--- src/hw/rtl/lrrd_pkg.sv ---
package lrrd_pkg;

  // Generator constants (minimal standard multiplier, Mersenne prime modulus).
  localparam logic [14:0] LCG_MULT = 15'd16807;
  localparam logic [30:0] LCG_MOD  = 31'h7FFF_FFFF;

  // Reset value of the generator state.
  localparam logic [30:0] STATE_RESET = 31'd1;

  // Function codes carried on in_func.
  localparam logic [1:0] FUNC_UNIFORM   = 2'd0;
  localparam logic [1:0] FUNC_RANGE     = 2'd1;
  localparam logic [1:0] FUNC_BERNOULLI = 2'd2;
  localparam logic [1:0] FUNC_SEED      = 2'd3;

  // Controller to datapath commands.
  typedef struct packed {
    logic load;    // capture input word, start the state multiply
    logic reduce;  // fold product into the new state, or load the seed
    logic scale;   // span multiply and Q0.32 fraction
    logic finish;  // quotient, final fields into the output register
  } cmd_t;

endpackage

--- src/hw/rtl/lehmer_rng_with_range_draws.sv ---
// Channel  Direction  Handshake             Payload
// in_      input      in_valid / in_stall   func, seed_value, range_low, range_high,
//                                           success_prob
// out_     output     out_valid / out_stall raw_state, uniform_fraction, int_value,
//                                           success, range_error
//
// Each word is handled in steps: accept with the state multiply, fold into the new
// state, span multiply, quotient into the output register.
// The next word waits until the last is done: its draw needs the single state register.
// Reset (rst_n low, synchronous) sets the generator state to 1, empties the
// output register and returns the controller to idle.
// A stalled result holds in the output register; the next word is still taken
// and waits in its last step until the result is taken.
module lehmer_rng_with_range_draws (
  input  logic                clk,
  input  logic                rst_n,
  input  logic                in_valid,
  output logic                in_stall,
  input  logic [1:0]          in_func,
  input  logic [30:0]         in_seed_value,
  input  logic signed [31:0]  in_range_low,
  input  logic signed [31:0]  in_range_high,
  input  logic [32:0]         in_success_prob,
  output logic                out_valid,
  input  logic                out_stall,
  output logic [30:0]         out_raw_state,
  output logic [31:0]         out_uniform_fraction,
  output logic signed [31:0]  out_int_value,
  output logic                out_success,
  output logic                out_range_error
);

  lrrd_pkg::cmd_t cmd;

  // Sequencer: handshakes on both channels, one step command per cycle unless held by a stalled result.
  lrrd_ctrl u_ctrl (
    .clk       (clk),
    .rst_n     (rst_n),
    .in_valid  (in_valid),
    .in_stall  (in_stall),
    .out_valid (out_valid),
    .out_stall (out_stall),
    .cmd       (cmd)
  );

  // Datapath: generator state, the two multipliers, Mersenne folds and the
  // output register.
  lrrd_datapath u_dp (
    .clk                  (clk),
    .rst_n                (rst_n),
    .cmd                  (cmd),
    .in_func              (in_func),
    .in_seed_value        (in_seed_value),
    .in_range_low         (in_range_low),
    .in_range_high        (in_range_high),
    .in_success_prob      (in_success_prob),
    .out_raw_state        (out_raw_state),
    .out_uniform_fraction (out_uniform_fraction),
    .out_int_value        (out_int_value),
    .out_success          (out_success),
    .out_range_error      (out_range_error)
  );

  // Block the next word for the steps that follow an accept.
  a_busy_after_accept: assert property (@(posedge clk) disable iff (!rst_n)
    in_valid && !in_stall |=> in_stall)
    else $error("input taken again right after an accept");

  // The state never equals the modulus.
  a_state_reduced: assert property (@(posedge clk) disable iff (!rst_n)
    out_valid |-> out_raw_state != lrrd_pkg::LCG_MOD)
    else $error("raw state not reduced");

  // A Bernoulli hit carries no integer draw and no range flag.
  a_success_alone: assert property (@(posedge clk) disable iff (!rst_n)
    out_valid && out_success |-> out_int_value == 32'sd0 && !out_range_error)
    else $error("success mixed with integer draw fields");

endmodule

--- src/hw/rtl/lrrd_ctrl.sv ---
module lrrd_ctrl (
  input  logic             clk,
  input  logic             rst_n,
  input  logic             in_valid,
  output logic             in_stall,
  output logic             out_valid,
  input  logic             out_stall,
  output lrrd_pkg::cmd_t   cmd
);

  typedef enum logic [3:0] {
    S_IDLE  = 4'b0001,
    S_RED   = 4'b0010,
    S_SCALE = 4'b0100,
    S_DONE  = 4'b1000
  } state_t;

  state_t state_r, state_nxt;
  logic   out_valid_r, out_valid_nxt;
  logic   can_finish;

  assign can_finish = !out_valid_r || !out_stall;

  always_comb begin
    state_nxt  = state_r;
    cmd        = '0;
    unique case (state_r)
      S_IDLE: begin
        if (in_valid) begin
          cmd.load  = 1'b1;
          state_nxt = S_RED;
        end
      end
      S_RED: begin
        cmd.reduce = 1'b1;
        state_nxt  = S_SCALE;
      end
      S_SCALE: begin
        cmd.scale = 1'b1;
        state_nxt = S_DONE;
      end
      S_DONE: begin
        // hold here while the previous result is still stalled
        if (can_finish) begin
          cmd.finish = 1'b1;
          state_nxt  = S_IDLE;
        end
      end
      default: begin
        state_nxt = S_IDLE;
      end
    endcase
  end

  always_comb begin
    out_valid_nxt = out_valid_r;
    if (cmd.finish) begin
      out_valid_nxt = 1'b1;
    end else if (out_valid_r && !out_stall) begin
      out_valid_nxt = 1'b0;
    end
  end

  always_ff @(posedge clk) begin
    if (!rst_n) begin
      state_r     <= S_IDLE;
      out_valid_r <= 1'b0;
    end else begin
      state_r     <= state_nxt;
      out_valid_r <= out_valid_nxt;
    end
  end

  assign in_stall  = (state_r != S_IDLE);
  assign out_valid = out_valid_r;

endmodule

--- src/hw/rtl/lrrd_datapath.sv ---
module lrrd_datapath (
  input  logic                clk,
  input  logic                rst_n,
  input  lrrd_pkg::cmd_t      cmd,
  input  logic [1:0]          in_func,
  input  logic [30:0]         in_seed_value,
  input  logic signed [31:0]  in_range_low,
  input  logic signed [31:0]  in_range_high,
  input  logic [32:0]         in_success_prob,
  output logic [30:0]         out_raw_state,
  output logic [31:0]         out_uniform_fraction,
  output logic signed [31:0]  out_int_value,
  output logic                out_success,
  output logic                out_range_error
);

  logic [30:0] state_r, state_nxt;
  logic [1:0]  func_r;
  logic [30:0] seed_r;
  logic [31:0] low_r;
  logic [32:0] prob_r;
  logic [32:0] span_r;
  logic        rerr_r;
  logic [45:0] mprod_r;
  logic [62:0] sprod_r;
  logic [31:0] frac_r, frac_nxt;

  logic [32:0] diff;
  logic [31:0] fold;
  logic [31:0] dbl;
  logic [31:0] quo_a;
  logic [32:0] quo_t;
  logic [31:0] quo_r;
  logic [31:0] quo;
  logic [31:0] quo_sel;
  logic [31:0] int_sum;

  // span = high - low + 1, negative difference flags a reversed range
  assign diff = {in_range_high[31], in_range_high} - {in_range_low[31], in_range_low};

  // Mersenne fold: p mod (2^31-1) = p[45:31] + p[30:0], one correction
  assign fold = {17'd0, mprod_r[45:31]} + {1'b0, mprod_r[30:0]};

  always_comb begin
    if (func_r == lrrd_pkg::FUNC_SEED) begin
      state_nxt = (seed_r == lrrd_pkg::LCG_MOD) ? 31'd0 : seed_r;
    end else if (fold >= {1'b0, lrrd_pkg::LCG_MOD}) begin
      state_nxt = 31'(fold - {1'b0, lrrd_pkg::LCG_MOD});
    end else begin
      state_nxt = fold[30:0];
    end
  end

  // s*2^32/M = 2s + 2s/M, and 2s/M is below two
  assign dbl      = {state_r, 1'b0};
  assign frac_nxt = dbl + {31'd0, (dbl >= {1'b0, lrrd_pkg::LCG_MOD})};

  // floor(P/M) with P = a*2^31 + b: a + floor((a+b)/M), folded twice
  assign quo_a   = sprod_r[62:31];
  assign quo_t   = {1'b0, quo_a} + {2'd0, sprod_r[30:0]};
  assign quo_r   = {30'd0, quo_t[32:31]} + {1'b0, quo_t[30:0]};
  assign quo     = quo_a + {30'd0, quo_t[32:31]}
                 + {31'd0, (quo_r >= {1'b0, lrrd_pkg::LCG_MOD})};
  // a full 2^32 span scales exactly like the fraction
  assign quo_sel = span_r[32] ? frac_r : quo;
  assign int_sum = low_r + quo_sel;

  always_ff @(posedge clk) begin
    if (!rst_n) begin
      state_r <= lrrd_pkg::STATE_RESET;
    end else if (cmd.reduce) begin
      state_r <= state_nxt;
    end
  end

  always_ff @(posedge clk) begin
    if (cmd.load) begin
      func_r  <= in_func;
      seed_r  <= in_seed_value;
      low_r   <= in_range_low;
      prob_r  <= in_success_prob;
      rerr_r  <= diff[32];
      span_r  <= diff + 33'd1;
      mprod_r <= 46'(state_r) * 46'(lrrd_pkg::LCG_MULT);
    end
    if (cmd.scale) begin
      sprod_r <= 63'(state_r) * 63'(span_r[31:0]);
      frac_r  <= frac_nxt;
    end
    if (cmd.finish) begin
      out_raw_state        <= state_r;
      out_uniform_fraction <= frac_r;
      out_success          <= (func_r == lrrd_pkg::FUNC_BERNOULLI)
                              && ({1'b0, frac_r} < prob_r);
      out_range_error      <= (func_r == lrrd_pkg::FUNC_RANGE) && rerr_r;
      if (func_r != lrrd_pkg::FUNC_RANGE) begin
        out_int_value <= '0;
      end else if (rerr_r) begin
        out_int_value <= $signed(low_r);
      end else begin
        out_int_value <= $signed(int_sum);
      end
    end
  end

endmodule
--- config.mk ---
export PLATFORM = sky130hd
export DESIGN_NAME = lehmer_rng_with_range_draws
export DESIGN_NICKNAME = d
export VERILOG_FILES = /design/src/hw/rtl/lrrd_pkg.sv /design/src/hw/rtl/lehmer_rng_with_range_draws.sv /design/src/hw/rtl/lrrd_ctrl.sv /design/src/hw/rtl/lrrd_datapath.sv
export SDC_FILE = /design/constraint.sdc
export NUM_CORES = 2
export LEC_CHECK = 0
export ABC_AREA = 1
export BUFFER_PORTS_ARGS = -buffer_cell sky130_fd_sc_hd__buf_2
export CAP_MARGIN = 20
export CORE_ASPECT_RATIO = 1.5
export CORE_UTILIZATION = 59
export CTS_CLUSTER_DIAMETER = 80
export DETAILED_ROUTE_END_ITERATION = 8
export MAX_ROUTING_LAYER = met4
export PLACE_DENSITY_LB_ADDON = 0.08
export SYNTH_ARGS = -nofsm -noshare
export SYNTH_HDL_FRONTEND = slang
export SYNTH_SLANG_ARGS = --single-unit
--- constraint.sdc ---
create_clock -name clk -period 9.4 [get_ports clk]
set_input_delay 0.47 -clock clk [delete_from_list [all_inputs] [get_ports clk]]
set_output_delay 0.47 -clock clk [all_outputs]
set_load 0.02 [all_outputs]
==> load_flow_metrics.sql <==
INSERT INTO impl_metrics (metric_group, metric, value, unit) VALUES
('global_routing', 'global_route.overflow_total', '0', ''),
('worst_setup_path', 'r2r_start', 'u_dp.span_r[8]', ''),
('logic_synthesis', 'synth.ff_latch_count', '404', ''),
('worst_setup_path', 'timing.critical_path.slowest_stage_cell', 'sky130_fd_sc_hd__edfxtp_1', ''),
('logic_synthesis', 'synth_area_leaders', 'sky130_fd_sc_hd__fa_1 (31%), sky130_fd_sc_hd__edfxtp_1 (17%), sky130_fd_sc_hd__nand2_1 (12%)', ''),
('routing', 'drt_drc_violations_left', '4', ''),
('logic_synthesis', 'asyncSetResetFlopFracSynth', '0', ''),
('place', 'portbufs', '232', ''),
('logic_synthesis', 'synth.lib_cells_used.distinct', '56', ''),
('place', 'gp_routability_congestion', '1.09', ''),
('routing', 'drt_pass1_iterations', '9', ''),
('routing', 'viasPerCell', '5.74', ''),
('timing', 'drv_slew', '0', ''),
('power_and_ir_drop', 'cellInternalPower', '4.42', 'mW'),
('logic_synthesis', 'synth.cell_area', '64400', 'um2'),
('timing', 'setup-violations-final', '0', ''),
('logic_synthesis', 'synth_top_cell_by_area', 'sky130_fd_sc_hd__fa_1', ''),
('worst_setup_path', 'crit_path_max_incr_delay', '0.99', 'ns'),
('place', 'hpwlAfterDp', '185', 'mm'),
('timing', 'skew', '0.0504', 'ns'),
('global_routing', 'tot_gr_track_use', '0.430', ''),
('floorplanning', 'floorplan.initialDensity', '0.594', ''),
('final_layout', 'synthToLayoutAreaGrowth', '8.10', '%'),
('routing', 'route.vias.total', '54700', ''),
('worst_setup_path', 'critical_path_class', 'reg2reg', ''),
('final_layout', 'finalCoreUtilization', '0.643', ''),
('outcome', 'outcome', 'complete, but fails checks', ''),
('worst_setup_path', 'regToRegEndpoint', 'u_dp.sprod_r[58]', ''),
('timing', 'finalCritPeriodShare', '0.936', ''),
('clocking', 'clock_buffer_count_from_cts', '41', ''),
('worst_setup_path', 'r2r_setup_slack', '0.60', 'ns'),
('floorplanning', 'top_level_ports', '233', ''),
('timing', 'relSlewSlack', '0.125', ''),
('logic_synthesis', 'synth.most_common_cell', 'sky130_fd_sc_hd__nand2_1', ''),
('global_routing', 'largest_net_degree_at_the_start_of_global_routing', '71', ''),
('flow_run', 'drv_cap', '0', ''),
('power_and_ir_drop', 'powerDensity', '119', 'nW/um2'),
('worst_setup_path', 'critPathCaptureType', 'flip-flop', ''),
('final_layout', 'final_cell_area', '69600', 'um2'),
('power_and_ir_drop', 'vdd.ir_drop.worst', '0.000176', 'V'),
('power_and_ir_drop', 'leakage', '36.2', 'nW'),
('power_and_ir_drop', 'netSwitchingPower', '3.83', 'mW'),
('logic_synthesis', 'synth_enable_flop_cells', '368', ''),
('worst_setup_path', 'cp-startpoint', 'u_dp.span_r[8]', ''),
('final_layout', 'layout-drive-gt1-share', '0.0778', ''),
('global_routing', 'antenna_found_initial', '13', ''),
('power_and_ir_drop', 'clock_power_share', '0.214', ''),
('outcome', 'violations', 'DRC', ''),
('routing', 'antenna_violating_nets_post_route', '0', ''),
('clocking', 'clock-sinks', '404', ''),
('place', 'dpl_cell_area', '68000', 'um2'),
('routing', 'routed_wirelength', '226', 'mm'),
('logic_synthesis', 'synth.yosys.warnings', '0', ''),
('floorplanning', 'area_enclosed_by_the_die_boundary', '111000', 'um2'),
('routing', 'drt_first_iter_violations', '4604', ''),
('logic_synthesis', 'syn_inst', '7849', ''),
('floorplanning', 'fp.coreArea', '108000', 'um2'),
('place', 'dp_worst_setup_slack', '0.265', 'ns'),
('clocking', 'worst_skew_pair.late_latency', '0.61', 'ns'),
('worst_setup_path', 'path_max_fanout', '18', ''),
('global_routing', 'global_route_wire_length_before_repair', '338', 'mm'),
('worst_setup_path', 'worstRegToRegCells', '28', ''),
('logic_synthesis', 'synth_top_cells_by_count', 'sky130_fd_sc_hd__nand2_1 (2020), sky130_fd_sc_hd__inv_1 (1806), sky130_fd_sc_hd__fa_1 (1006)', ''),
('timing', 'timing_worst_slew_pin_value', '1.31', 'ns'),
('power_and_ir_drop', 'pwr-share-comb', '0.498', ''),
('clocking', 'htreeDepth', '2', ''),
('worst_hold_path', 'hold_path_end', 'u_dp.prob_r[11]', ''),
('floorplanning', 'fp.dieW', '272', 'um'),
('timing', 'setup_ws', '0.605', 'ns'),
('logic_synthesis', 'synth_top_flop_cell', 'sky130_fd_sc_hd__edfxtp_1', ''),
('worst_setup_path', 'crit_top_cell', 'sky130_fd_sc_hd__fa_1', '');
[layout by cell type (no fill, tap or decap), types with 16 or more instances in the layout]
cell	n
sky130_fd_sc_hd__xnor2_1	76
sky130_fd_sc_hd__a21o_1	19
sky130_fd_sc_hd__nand3b_1	16
sky130_fd_sc_hd__xor2_1	125
sky130_fd_sc_hd__nand2_1	2019
sky130_fd_sc_hd__nor2_1	414
sky130_fd_sc_hd__nor2_2	17
sky130_fd_sc_hd__dfxtp_2	31
sky130_fd_sc_hd__a31oi_1	36
sky130_fd_sc_hd__o21a_1	26
sky130_fd_sc_hd__inv_1	1804
sky130_fd_sc_hd__ha_1	583
sky130_fd_sc_hd__clkbuf_16	44
sky130_fd_sc_hd__o21bai_1	22
sky130_fd_sc_hd__edfxtp_1	368
sky130_fd_sc_hd__nand3_1	251
sky130_fd_sc_hd__buf_4	194
sky130_fd_sc_hd__o21ai_0	151
sky130_fd_sc_hd__a21oi_1	340
sky130_fd_sc_hd__buf_2	232
sky130_fd_sc_hd__fa_1	1006
sky130_fd_sc_hd__nand4_1	68
sky130_fd_sc_hd__nor3_1	54
[power groups by stage]
stage / clock [mW] / combinational (mW) / sequential [mW]
5_1_grt: 1.83 / 4.44 / 2.37
6_report: 1.77 / 4.11 / 2.38
2_1_floorplan: 0 / 2.51 / 2.25
3_5_place_dp: 0 / 3.97 / 2.40
4_1_cts: 1.78 / 4.00 / 2.36
3_3_place_gp: 0 / 3.92 / 2.40
[worst max-delay path: cells and delay by family, from the launching register on]
family,cells,cell delay (ns)
AOI/OAI and AO/OA,1,0.18
xor gates and xnor gates,1,0.37
adders and majority gates,9,4.73
buffers and inverters,8,0.84
DFF,1,0.99
and+or+nand+nor,9,1.43
[how the worst max path moves through the flow]
| stage | end | slack, ns | cells after the start |
|---|---|---|---|
| floorplan | u_ctrl.state_r[1] | 0.17 | 6 |
| global placement | u_dp.out_int_value[30] | 0.47 | 52 |
| detailed placement | u_dp.out_int_value[30] | 0.27 | 52 |
| CTS | u_dp.out_int_value[30] | 0.21 | 52 |
| global route | u_dp.out_int_value[29] | -0.03 | 57 |
| finish | u_dp.sprod_r[58] | 0.60 | 28 |
[cells by family (layout without fill, tap and decap cells)]
group	Yosys count	after routing	synth area share
AO/OA/AOI/OAI	665	665	0.0581
other	0	12	0
buffers and inverters	2072	2319	0.121
AND/OR/NAND/NOR	2907	2907	0.182
adder cells (fa/ha/maj)	1594	1594	0.427
XOR/XNOR	207	207	0.0287
flip-flops	404	404	0.183
[per-layer routing]
layer,global-route usage,routed length (um),vias up
met5,-,0,-
met4,0.308,20600,0
met3,0.0769,18200,985
met2,0.721,111000,2766
met1,0.458,77200,26700
li1,-,-,24300
[area by class of cell]
type / instances / area (um2)
Antenna cell: 12 / 30.0
Clock buffer: 48 / 1140
Clock inverter: 28 / 298
Fill cell: 9456 / 38700
Inverter: 1809 / 6790
Multi-Input combinational cell: 5373 / 45000
Sequential cell: 404 / 11800
Tap cell: 1425 / 1780
Timing Repair Buffer: 434 / 2790
[stage by stage]
stage / power (mW) / hold WS [ns] / std cells / TNS, ns
3_3_place_gp: 6.32 / 0.477 / 9440 / 0
4_1_cts: 8.14 / 0.0192 / 9517 / 0
5_1_grt: 8.63 / 0.0496 / 9530 / -0.0652
6_report: 8.25 / 0.0454 / 9533 / 0
3_5_place_dp: 6.36 / 0.486 / 9441 / 0
2_1_floorplan: 4.76 / 0.451 / 7849 / 0
[timing repair]
action                     in CTS  in global routing
setup endpoints to repair       0                 13
buffers inserted                0                  3
resized for setup               0                 33
[state kept, by name, indices dropped and copies added (netlist names)]
signal	count
u_dp.span_r	33
u_ctrl.out_valid	1
u_dp.out_int_value	32
u_dp.out_raw_state	31
u_ctrl.state_r	4
u_dp.seed_r	31
u_dp.out_range_error	1
u_dp.prob_r	33
u_dp.sprod_r	63
u_dp.out_success	1
u_dp.func_r	2
u_dp.frac_r	31
u_dp.rerr_r	1
u_dp.mprod_r	46
u_dp.out_uniform_fraction	31
u_dp.low_r	32
u_dp.state_r	31
No activity file was read; power rests on OpenSTA's default activity.
